## src/hw/rtl/sbr_pkg.sv

```systemverilog
// ----------------------------------------------------------------------------
// sbr_pkg
// Shared constants, command codes and types of the stuffed bitstream reader.
// ----------------------------------------------------------------------------
package sbr_pkg;

   localparam int BUF_BYTES_DEF   = 4096;
   localparam int BLOCK_BYTES_DEF = 512;
   localparam int MAX_BITS_DEF    = 16;

   localparam int CMD_W   = 3;
   localparam int ADDR_W  = 12;
   localparam int BYTE_W  = 8;
   localparam int COUNT_W = 5;
   localparam int SKIP_W  = 3;
   localparam int VALUE_W = 16;

   localparam logic [BYTE_W-1:0] MARKER_BYTE = 8'hFF;
   localparam logic [BYTE_W-1:0] STUFF_BYTE  = 8'h00;

   localparam logic [CMD_W-1:0] CMD_LOAD   = 3'd0;
   localparam logic [CMD_W-1:0] CMD_READ   = 3'd1;
   localparam logic [CMD_W-1:0] CMD_PEEK   = 3'd2;
   localparam logic [CMD_W-1:0] CMD_SKIP   = 3'd3;
   localparam logic [CMD_W-1:0] CMD_CACHE  = 3'd4;
   localparam logic [CMD_W-1:0] CMD_RECORD = 3'd5;
   localparam logic [CMD_W-1:0] CMD_BACK   = 3'd6;

   // status of one bit-unit step
   typedef struct packed {
      logic stuffed;   // byte was a stuffed zero and got dropped
      logic finished;  // no bits left to take
   } step_flags_type;

endpackage

```

## src/hw/rtl/sbr_bit_unit.sv

```systemverilog
// ----------------------------------------------------------------------------
// sbr_bit_unit
// One step of the bit walk: drops a stuffed zero or takes bits from one byte,
// advances the pointer and applies a pending block skip.
// ----------------------------------------------------------------------------
module sbr_bit_unit import sbr_pkg::*; #(
   parameter int BUF_BYTES   = BUF_BYTES_DEF,
   parameter int BLOCK_BYTES = BLOCK_BYTES_DEF
) (
   input  logic [BYTE_W-1:0]            byte_in,
   input  logic [$clog2(BUF_BYTES)-1:0] ptr,
   input  logic [2:0]                   pos,
   input  logic [BYTE_W-1:0]            last,
   input  logic [SKIP_W-1:0]            pend,
   input  logic [COUNT_W-1:0]           need,
   input  logic [VALUE_W-1:0]           acc,
   output logic [$clog2(BUF_BYTES)-1:0] ptr_next,
   output logic [2:0]                   pos_next,
   output logic [BYTE_W-1:0]            last_next,
   output logic [SKIP_W-1:0]            pend_next,
   output logic [COUNT_W-1:0]           need_next,
   output logic [VALUE_W-1:0]           acc_next,
   output step_flags_type               flags
);

   localparam int PTR_W = $clog2(BUF_BYTES);
   localparam int BLK_W = $clog2(BLOCK_BYTES);
   localparam int CHK_W = (BLK_W < PTR_W) ? BLK_W : PTR_W;
   localparam int WIDE_W = PTR_W + SKIP_W;

   logic [PTR_W-1:0]  ptr_inc;
   logic [WIDE_W-1:0] skip_wide;
   logic [PTR_W-1:0]  ptr_adv;
   logic              skip_hit;
   logic [3:0]        avail;
   logic [3:0]        take;
   logic [3:0]        shift;
   logic [8:0]        mask;
   logic [BYTE_W-1:0] bits;
   logic [3:0]        pos_sum;
   logic              stuffed;

   // pointer advance with wrap, then the block skip on a boundary
   always_comb begin
      ptr_inc   = (ptr == PTR_W'(BUF_BYTES - 1)) ? '0 : ptr + 1'b1;
      skip_wide = WIDE_W'(pend) << BLK_W;
      skip_hit  = (pend != '0) && (ptr_inc[CHK_W-1:0] == '0);
      ptr_adv   = skip_hit ? ptr_inc + skip_wide[PTR_W-1:0] : ptr_inc;
   end

   always_comb begin
      stuffed = (last == MARKER_BYTE) && (byte_in == STUFF_BYTE);
      avail   = 4'd8 - {1'b0, pos};
      take    = ({1'b0, need} < {1'b0, avail}) ? need[3:0] : avail;
      shift   = avail - take;
      mask    = (9'd1 << take) - 9'd1;
      bits    = (byte_in >> shift) & mask[BYTE_W-1:0];
      pos_sum = {1'b0, pos} + take;

      ptr_next  = ptr;
      pos_next  = pos;
      last_next = last;
      pend_next = pend;
      need_next = need;
      acc_next  = acc;
      if (stuffed) begin
         ptr_next  = ptr_adv;
         pos_next  = '0;
         last_next = STUFF_BYTE;
         if (skip_hit) begin
            pend_next = '0;
         end
      end else begin
         acc_next  = VALUE_W'({acc, 8'h00} >> (4'd8 - take)) | VALUE_W'(bits);
         need_next = need - COUNT_W'(take);
         pos_next  = pos_sum[2:0];
         if (pos_sum[3]) begin
            last_next = byte_in;
            ptr_next  = ptr_adv;
            pos_next  = '0;
            if (skip_hit) begin
               pend_next = '0;
            end
         end
      end
      flags.stuffed  = stuffed;
      flags.finished = (need_next == '0);
   end

endmodule

```

## config.mk

```make
export PLATFORM = sky130hd
export DESIGN_NAME = sbr_bit_unit
export DESIGN_NICKNAME = d
export VERILOG_FILES = /design/src/hw/rtl/sbr_pkg.sv /design/src/hw/rtl/sbr_bit_unit.sv
export SDC_FILE = /design/constraint.sdc
export NUM_CORES = 1
export LEC_CHECK = 0
export BUFFER_PORTS_ARGS = -buffer_cell sky130_fd_sc_hd__buf_2
export CAP_MARGIN = 20
export CORE_MARGIN = 10
export CORE_UTILIZATION = 35
export DETAILED_ROUTE_END_ITERATION = 7
export PLACE_DENSITY = 0.66
export SLEW_MARGIN = 15
export SYNTH_ARGS = -nofsm -noshare
export SYNTH_HDL_FRONTEND = slang
export SYNTH_SLANG_ARGS = --single-unit
```

## constraint.sdc

```tcl
create_clock -name vclk -period 7
set_input_delay 1.05 -clock vclk [all_inputs]
set_output_delay 1.05 -clock vclk [all_outputs]
set_load 0.05 [all_outputs]
```

## Yosys cells after proc, flatten, opt, wreduce, memory -nomap -nowiden

Cells that the tools add are included.

- Register bits: 0
- Input bits: 55
- Output and inout port bits: 49
- Word-level logic and storage cells: 36

- Add/sub/neg operators: 8
- Magnitude comparators: 1
- Eq/ne operators: 2
- Shift-type cells: 3
- Multiplexer cells: 14
- Bitwise operators: 2
- Reduce and logical (&&, ||, !) cells: 6

Operators with widths:

| cell | count |
|---|---|
| $mux W12 | 4 |
| $shr A24 B4 Y16 | 1 |
| $mux W16 | 1 |
| $mux W8 | 2 |
| $or A16 B8 Y16 | 1 |
| $mux W3 | 5 |
| $add A12 B1 Y12 const B | 1 |
| $add A12 B12 Y12 | 1 |
| $eq A12 B12 Y1 const B | 1 |
| $logic_not A9 Y1 | 1 |
| $and A8 B8 Y8 | 1 |
| $eq A8 B8 Y1 const B | 1 |
| $logic_not A8 Y1 | 1 |
| $shl A1 B4 Y8 const A | 1 |
| $shr A8 B4 Y8 | 1 |
| $sub A8 B1 Y8 const B | 1 |
| $logic_not A5 Y1 | 1 |
| $lt A5 B4 Y1 | 1 |
| $mux W5 | 1 |
| $sub A5 B4 Y5 | 1 |
| $add A3 B4 Y4 | 1 |
| $mux W4 | 1 |
| $sub A4 B3 Y4 const A | 1 |
| $sub A4 B4 Y4 | 1 |
| 3 further kinds | 4 |

## Longest topological paths before layout

Gate-level depths: netlist of run 1.

- Word-level depth: 8
- Gate-level depth with buffers: 20
- Gate-level depth less buffers: 17

## Worst setup path before layout of run 1

No wires, ideal clock.

- Path type: input to output
- Start: input pos[0]
- End: output flags[0] (netlist bit)
- Data arrival time: 5692 ps
- Data required time: 5950 ps
- Setup slack: 258 ps
- Stages: 16
- Path buffers: 1
- Path through: inv_1 -> ha_1 -> inv_1 -> ha_1 -> a221o_2 -> a21o_1 -> nor2_4 -> inv_2 -> buf_4 -> ha_1 -> inv_1 -> ha_1 -> nand2_1 -> o21ai_0 -> a2111o_1 -> a211oi_1

RTL lines:

| item | line | text |
|---|---|---|
| start, declared | sbr_bit_unit.sv:12 | `input logic [2:0] pos,` |
| end, declared | sbr_bit_unit.sv:23 | `output step_flags_type flags` |

## Worst setup path after layout of run 1

- Start: input pos[0]
- End: output ptr_next[11]

- Word-level cells in the longest chain between the ends: 6

RTL lines:

| item | line | text |
|---|---|---|
| $sub A4 B3 Y4 | sbr_bit_unit.sv:53 | `avail = 4'd8 - {1'b0, pos};` |
| $lt A5 B4 Y1 | sbr_bit_unit.sv:54 | `take = ({1'b0, need} < {1'b0, avail}) ? need[3:0] : avail;` |
| $mux W4 | sbr_bit_unit.sv:54 |  |
| $add A3 B4 Y4 (*) | sbr_bit_unit.sv:58 | `pos_sum = {1'b0, pos} + take;` |
| $mux W12 (*) | sbr_bit_unit.sv:77 | `if (pos_sum[3]) begin` |
| $mux W12 (*) | sbr_bit_unit.sv:66 | `if (stuffed) begin` |
| end, declared | sbr_bit_unit.sv:17 | `output logic [$clog2(BUF_BYTES)-1:0] ptr_next,` |

Mark *: on every way between the ends. The rest lies on a longest branch, timed or not.

==> results of run 1 <==
## cell families (layout without fill, tap and decap cells)
logic type	after synthesis	in the layout	share of synthesized area
AND/OR/NAND/NOR	146	146	0.2328
AO/OA/AOI/OAI	187	187	0.4300
buffers and inverters	60	143	0.07918
adder cells (fa/ha/maj)	20	20	0.07997
multiplexers	34	34	0.1262
XOR/XNOR	18	18	0.05174
## per-layer routing
metal / track usage / vias to the layer above
met1: 0.2128 / 1864
met4: 0.02787 / 0
met5: 0 / -
met2: 0.2777 / 205
li1: - / 1966
met3: 0.03669 / 18
## critical path: stages
cell and delay [ns]:
buf_2 0.12, inv_1 0.08, ha_1 0.39, inv_1 0.12
ha_1 0.31, a221o_2 0.47, a21o_1 0.33, nor2_4 0.35
inv_2 0.23, ha_1 0.30, o31ai_4 0.26, a21oi_2 0.09
or4_1 0.67, nand2_2 0.24, mux2_2 0.35, buf_2 0.21
## cell usage after synthesis (8+ instances only)
| cell type | number |
|---|---|
| o211ai_1 | 11 |
| nand3_1 | 23 |
| clkbuf_1 | 15 |
| nand2_1 | 30 |
| nor2_1 | 39 |
| a21o_1 | 8 |
| ha_1 | 18 |
| a211oi_1 | 13 |
| inv_1 | 28 |
| nor3_1 | 9 |
| a31oi_1 | 19 |
| mux2i_1 | 20 |
| xnor2_1 | 11 |
| buf_2 | 10 |
| mux2_2 | 10 |
| o21ai_0 | 31 |
| a21oi_1 | 30 |
## power by group through the flow
stage	combinational [W]	clock, W	sequential (W)
final	0.000792	0	0
after global routing	0.000846	0	0
after CTS	0.000785	0	0
after detailed placement	0.000782	0	0
after global placement	0.000782	0	0
after floorplan	0.000608	0	0
## through the flow
| step | hold slack [ns] | cell area (µm²) | worst slack (ns) | std cells |
|---|---|---|---|---|
| after detailed placement | 2.494 | 3771 | 0.3701 | 656 |
| after global placement | 2.499 | 3771 | 0.4750 | 656 |
| final | 2.497 | 3771 | 0.3605 | 656 |
| after global routing | 2.515 | 3771 | 0.05490 | 656 |
| after floorplan | 2.374 | 3192 | 0.2576 | 465 |
| after CTS | 2.495 | 3771 | 0.3540 | 656 |
## how the worst max path moves through the flow
stage	from	to	slack [ns]	cells past startpoint
final	pos[0]	ptr_next[11]	0.36	16
after global routing	pos[0]	ptr_next[10]	0.05	16
after CTS	pos[0]	acc_next[7]	0.35	18
after detailed placement	pos[0]	acc_next[7]	0.37	18
after global placement	pos[1]	ptr_next[1]	0.48	16
after floorplan	pos[0]	flags[0]	0.26	16
## area by class of cell
cell class | count | area [µm²] | area share
Inverter | 31 | 116.4 | 0.03086
Multi-Input combinational cell | 405 | 2939 | 0.7794
Tap cell | 108 | 135.1 | 0.03583
Timing Repair Buffer | 112 | 580.6 | 0.1539
## what timing repair did
item,in CTS,in global routing
setup buffers,0,0
gates resized for setup,0,1
setup endpoints to repair,0,3
==> flow_summary.yaml, run 1 <==
run_status:
  outcome: "complete, no violations"
hold_path:
  holdPathEnd: "need_next[4]"
  hold_start: "need[4]"
  hold_path.class: "input pin to output port"
  whs_path_depth: 3
pwr:
  power_w: 0.0007917
  intPower_w: 0.0002366
  clkPwrFrac: 0
  ir_drop_mv: 0.2433
  power.switching_w: 0.0005551
  p_leak_nw: 1.658
  pwr-share-comb: 1.000
  power_frac_seq: 0
  swShare: 0.7011
  powerDensity_mw_per_mm2: 209.9
detailed_routing:
  drtAntennaViolNets: 0
  wirelength_mm: 11.79
  firstDrtPassIters: 5
  wl_met2_mm: 5.312
  met1_length_mm: 5.064
  viasPerCell: 6.178
  vias: 4053
  highest_layer: "met4"
  first_iter_violations: 401
  wl_per_cell_um: 17.97
  dr_wl_met3_mm: 1.274
  route.detailed.drc: 0
floorplanning:
  die_w_um: 115.5
  die_h_um: 115.5
  io-pin-count: 104
  initial_core_util: 0.3625
  core-area_mm2: 0.008806
  die_area_mm2: 0.01334
  placementRows: 34
yosys:
  syn-cell-area_mm2: 0.003192
  yosys.area.top_type_share: 0.07056
  yosys-top-cells-area: "ha_1 (7.1%), mux2i_1 (6.3%), o21ai_0 (4.9%), a21oi_1 (4.7%), nor2_1 (4.6%)"
  ys_types: 82
  synth_warnings: 0
  syn_inst: 465
  synth.avg_cell_area_um2: 6.864
  syn_nets: 539
  synth_area_leader_cell: "ha_1"
  yosysSeqAreaShare: 0
layout:
  drive_gt1_frac: 0.2792
  clkbuf_count: 0
  nNetsFinal: 624
  area_growth_pct: 18.15
  seq_area_um2: 0
  final_common_cell: "buf_2"
  n_fill_cell: 917
  layout_common_cells: "buf_2 (104), nor2_1 (39), nand2_1 (30), o21ai_0 (30), a21oi_1 (30)"
  antenna_cells: 0
  final_core_util: 0.4282
  flops_and_latches: 0
timing:
  hold_viol: 0
  timing.final.crit_share: 0.9485
  tns_ns: 0
  slew_headroom: 0.3127
  period_needed_ns: 6.639
  setup-violations-final: 0
  drv_slew: 0
  tightest_slew_ns: 1.024
  rsz0062_at_grt: "false"
  max_freq_mhz: 150.6
global_routing:
  antenna_found_initial: 0
  grt_overflow: 0
  grt_usage: 0.1649
  grt_pass1_vias: 3965
  grt_pass1_wl_mm: 18.98
  grt_max_degree: 40
placement:
  place_hpwl_mm: 9.540
  place_congestion: 0.9514
  port_buffers: 104
cts:
  ctsHoldBuffers: 0
critical_path:
  cp.required_ns: 5.95
  startpoint_type: "input pin"
  path_class: "input pin to output port"
  critPathMaxFanout: 15
  arrival_ns: 5.59
  worst_setup_path_end_kind: "output port"
run:
  drv_cap: 0
No activity file was read; power rests on OpenSTA's default activity.
==> inputs of run 2 (changes only) <==
--- a/config.mk
+++ b/config.mk
@@ -6,4 +6,5 @@
 export NUM_CORES = 1
 export LEC_CHECK = 0
+export ABC_CLOCK_PERIOD_IN_PS = 7000
 export BUFFER_PORTS_ARGS = -buffer_cell sky130_fd_sc_hd__buf_2
 export CAP_MARGIN = 20
==> constraint.sdc (replaced) <==
create_clock -name vclk -period 7
set_input_delay 0.7 -clock vclk [all_inputs]
set_output_delay 0.7 -clock vclk [all_outputs]
set_load 0.05 [all_outputs]
==> run 2 against run 1 <==
Routed wire length up 4.3%. First-iteration DRC count rose by 7.7%. Non-clock buffer count fell by 4. Sequential share of layout area unchanged. Flip-flop and latch count unchanged. Total power hardly changed. Final cell count decreased by 0.61%. Cell area down 0.80%. Critical path depth is 2 lower. Fmax is 6.3% higher. Worst setup slack gained 0.39 ns.
==> flow_summary.yaml, run 2 (synthesized netlist as in run 1, its figures left out) <==
layout:
  flops_and_latches: 0
  layout_common_cells: "buf_2 (104), nor2_1 (39), o21ai_0 (31)"
  drive_gt1_frac: 0.2739
  clkbuf_count: 0
  final_core_util: 0.4248
  antenna_cells: 0
  final_common_cell: "buf_2"
  seq_area_um2: 0
  final_area_mm2: 0.003741
  nNetsFinal: 620
  area_growth_pct: 17.21
  n_fill_cell: 917
hold_path:
  hold_path.class: "input pin to output port"
detailed_routing:
  drtAntennaViolNets: 0
  viasPerCell: 6.310
  vias: 4114
  first_iter_violations: 432
  wl_per_cell_um: 18.86
  firstDrtPassIters: 7
  wirelength_mm: 12.30
  route.detailed.drc: 0
timing:
  hold_viol: 0
  slew_headroom: 0.3581
  setup-violations-final: 0
  fin_ws_ns: 0.7516
  drv_slew: 0
  tns_ns: 0
  rsz0062_at_grt: "false"
  tightest_slew_ns: 0.9565
  max_freq_mhz: 160.0
  period_needed_ns: 6.248
  timing.final.crit_share: 0.8926
floorplanning:
  initial_core_util: 0.3625
  die_h_um: 115.5
  placementRows: 34
  die_w_um: 115.5
  io-pin-count: 104
  die_area_mm2: 0.01334
  core-area_mm2: 0.008806
pwr:
  clkPwrFrac: 0
  intPower_w: 0.0002328
  swShare: 0.7057
  powerDensity_mw_per_mm2: 211.4
  power_w: 0.0007909
  p_leak_nw: 1.638
  ir_drop_mv: 0.2180
  pwr-share-comb: 1.000
  power.switching_w: 0.0005582
  power_frac_seq: 0
global_routing:
  grt_pass1_wl_mm: 19.63
  met2_usage: 0.2727
  grtUsageMet1: 0.2360
  grt_overflow: 0
  top_usage_layer: "met2"
  grt_usage: 0.1714
  antenna_found_initial: 0
  grt_max_degree: 40
  grt.met3_usage: 0.03773
  grt_pass1_vias: 3960
cts:
  postCtsResizedCells: 0
  ctsHoldBuffers: 0
  post_cts_buffers: 0
critical_path:
  worst_setup_path_end_kind: "output port"
  path_class: "input pin to output port"
  slowest_stage: "xor2_1"
  startpoint_type: "input pin"
  cp.required_ns: 6.30
  path_cells: "buf_2 -> inv_1 -> ha_1 -> xor2_1 -> o21ai_0 -> o21ai_0 -> nand2_2 -> nor2_1 -> ha_1 -> inv_1 -> mux4_2 -> nand2b_1 -> a31oi_1 -> buf_2"
  critPathMaxFanout: 21
  arrival_ns: 5.55
  worst_path_largest_cell_delay_ns: 0.66
run_status:
  outcome: "complete, no violations"
run:
  drv_cap: 0
placement:
  port_buffers: 104
  placed_cell_area_mm2: 0.003741
  place_hpwl_mm: 9.795
  place_congestion: 0.9845
  preCtsSetupSlack_ns: 0.8571
==> run 2: worst max-delay path, delay by kind of cell <==
family / cells / cell delay (ns)
multiplexers: 1 / 0.41
buffers and inverters: 4 / 0.87
XOR/XNOR: 1 / 0.66
adder cells (fa/ha/maj): 2 / 0.54
AND/OR/NAND/NOR: 3 / 1.23
AO/OA/AOI/OAI: 3 / 1.13
==> run 2: final timing paths <==
check               start            to  slack [ns]  depth (start not counted)
setup / recovery   pos[0]   acc_next[0]        0.75                         14
hold / removal    need[4]  need_next[4]        1.80                          3
==> run 2: through the flow <==
stage          cells  hold slack [ns]
6_report         652            1.803
5_1_grt          652            1.824
4_1_cts          652            1.804
3_5_place_dp     652            1.803
3_3_place_gp     652            1.801
2_1_floorplan    465            1.674
==> run 2: routing by layer <==
metal	vias to the layer above	wire length [µm]
li1	1964	-
met1	1912	5362
met2	218	5462
met3	20	1319
met4	0	151
met5	-	0
==> run 2: power groups by stage <==
stage               Combinational [W]  Clock (W)  Sequential (W)
floorplan                    0.000608          0               0
CTS                          0.000786          0               0
global placement             0.000781          0               0
finish                       0.000791          0               0
detailed placement           0.000782          0               0
global route                 0.000845          0               0
==> run 2: cell type report <==
type	count	area [µm²]	share of cell area
Inverter	31	116.4	0.03110
Multi-Input combinational cell	405	2939	0.7856
Tap cell	108	135.1	0.03612
Timing Repair Buffer	108	550.5	0.1472
==> inputs of run 3 (changes only) <==
Settings changed: CORE_UTILIZATION 35 to 55, GPL_TIMING_DRIVEN set to 0, MAX_ROUTING_LAYER set to met4, PLACE_DENSITY 0.66 to 0.93.
==> run 3 against run 2 <==
Worst setup slack improved by 0.031 ns. Global-route usage increased by 8.2 points. Cell area increased by 1.6%. Total power increased by 2.2%. Routed wire length about the same. Largest power group unchanged.
==> flow_summary.yaml, run 3 (synthesized netlist as in run 1, its figures left out) <==
run:
  drv_cap: 0
timing:
  timing.final.crit_share: 0.8882
  setup-violations-final: 0
  slew_headroom: 0.4525
  rsz0062_at_grt: "false"
  max_freq_mhz: 160.8
  tns_ns: 0
  tightest_slew_ns: 0.8163
  fin_ws_ns: 0.7824
  hold_viol: 0
  drv_slew: 0
  period_needed_ns: 6.218
detailed_routing:
  viasPerCell: 6.861
  firstDrtPassIters: 7
  route.detailed.drc: 0
  first_iter_violations: 541
  vias: 4398
  wl_per_cell_um: 19.17
  drtAntennaViolNets: 0
  wirelength_mm: 12.29
hold_path:
  whs_path_depth: 3
  hold_start: "ptr[8]"
  hold_path.class: "input pin to output port"
  holdPathEnd: "ptr_next[8]"
layout:
  multi_input_area_mm2: 0.002939
  drive_gt1_frac: 0.2777
  area_growth_pct: 19.13
  flops_and_latches: 0
  layout_common_cells: "buf_2 (114), nor2_1 (39), o21ai_0 (31)"
  antenna_cells: 0
  final_core_util: 0.6822
  clkbuf_count: 0
  nNetsFinal: 645
  final_common_cell: "buf_2"
  n_fill_cell: 515
  seq_area_um2: 0
global_routing:
  grt_usage: 0.2537
  antenna_found_initial: 0
  grt_overflow: 0
  grt_max_degree: 13
  grt_pass1_vias: 4150
  grt_pass1_wl_mm: 19.29
critical_path:
  arrival_ns: 5.52
  critPathMaxFanout: 10
  worst_setup_path_end_kind: "output port"
  startpoint_type: "input pin"
  cp.required_ns: 6.30
  path_class: "input pin to output port"
floorplanning:
  die_w_um: 96.18
  die_h_um: 96.18
  placementRows: 27
  die_area_mm2: 0.009251
  initial_core_util: 0.5726
  io-pin-count: 104
  core-area_mm2: 0.005574
pwr:
  p_leak_nw: 1.692
  ir_drop_mv: 0.2131
  powerDensity_mw_per_mm2: 212.6
placement:
  place_congestion: 1.024
  port_buffers: 104
  preCtsSetupSlack_ns: 1.010
  place_hpwl_mm: 10.04
cts:
  ctsHoldBuffers: 0
  post_cts_buffers: 0
  postCtsResizedCells: 0
run_status:
  outcome: "complete, no violations"
## run 3: cell types whose count changed in the layout (fill, tap and decap cells not counted)
| cell | previous run | this run |
|---|---|---|
| buf_2 | 104 | 114 |
| clkbuf_1 | 0 | 15 |
| buf_6 | 0 | 1 |
| buf_1 | 0 | 1 |
| buf_4 | 4 | 2 |
## run 3: where the power goes
part           switching (W)  internal [W]
sequential                 0             0
combinational       0.000568      0.000240
clock                      0             0
total               0.000568      0.000240
## run 3: worst max-delay path by stage
stage                     startpoint     endpoint  cells after the start
after floorplan               pos[0]     flags[0]                     16
after global placement        pos[0]  acc_next[4]                     18
after detailed placement      pos[0]  acc_next[4]                     18
after CTS                     pos[0]  acc_next[4]                     17
after global routing          pos[0]  acc_next[4]                     16
final                         pos[0]  acc_next[4]                     17
## run 3: stage by stage
stage                     instance area, µm²  instances  total power, W  hold slack [ns]
after floorplan                         3192        465       0.0006080            1.674
after global placement                  3802        641       0.0007857            1.780
after detailed placement                3802        641       0.0007924            1.785
after CTS                               3802        641       0.0007951            1.786
after global routing                    3802        641       0.0008528            1.803
final                                   3802        641       0.0008082            1.786
## run 3: layout make-up
cell class	instances	share of cell area
multi-input cells	405	0.7730
repair buffers	104	0.1369
plain buffers	29	0.03587
well taps	72	0.02369
inverters	31	0.03060
## run 3: layer usage
metal	vias up	track usage	part of all wire	routed length [µm]
met5	-	-	0	0
met4	0	0.05774	0.028	339
met3	65	0.03346	0.12	1463
met2	338	0.4221	0.45	5495
met1	1977	0.3169	0.41	4989
li1	2018	-	-	-
## run 3: critical path, stage by stage
cell and delay (ns):
buf_2 0.14, inv_1 0.10, ha_1 0.41, inv_1 0.14, ha_1 0.33, a221oi_1 0.15, o21ai_0 0.58, nand2_2 0.23
buf_2 0.25, nor2_1 0.55, ha_1 0.42, inv_1 0.21, clkbuf_1 0.42, o2111a_1 0.30, a31oi_1 0.05, a31oi_1 0.23
buf_2 0.30
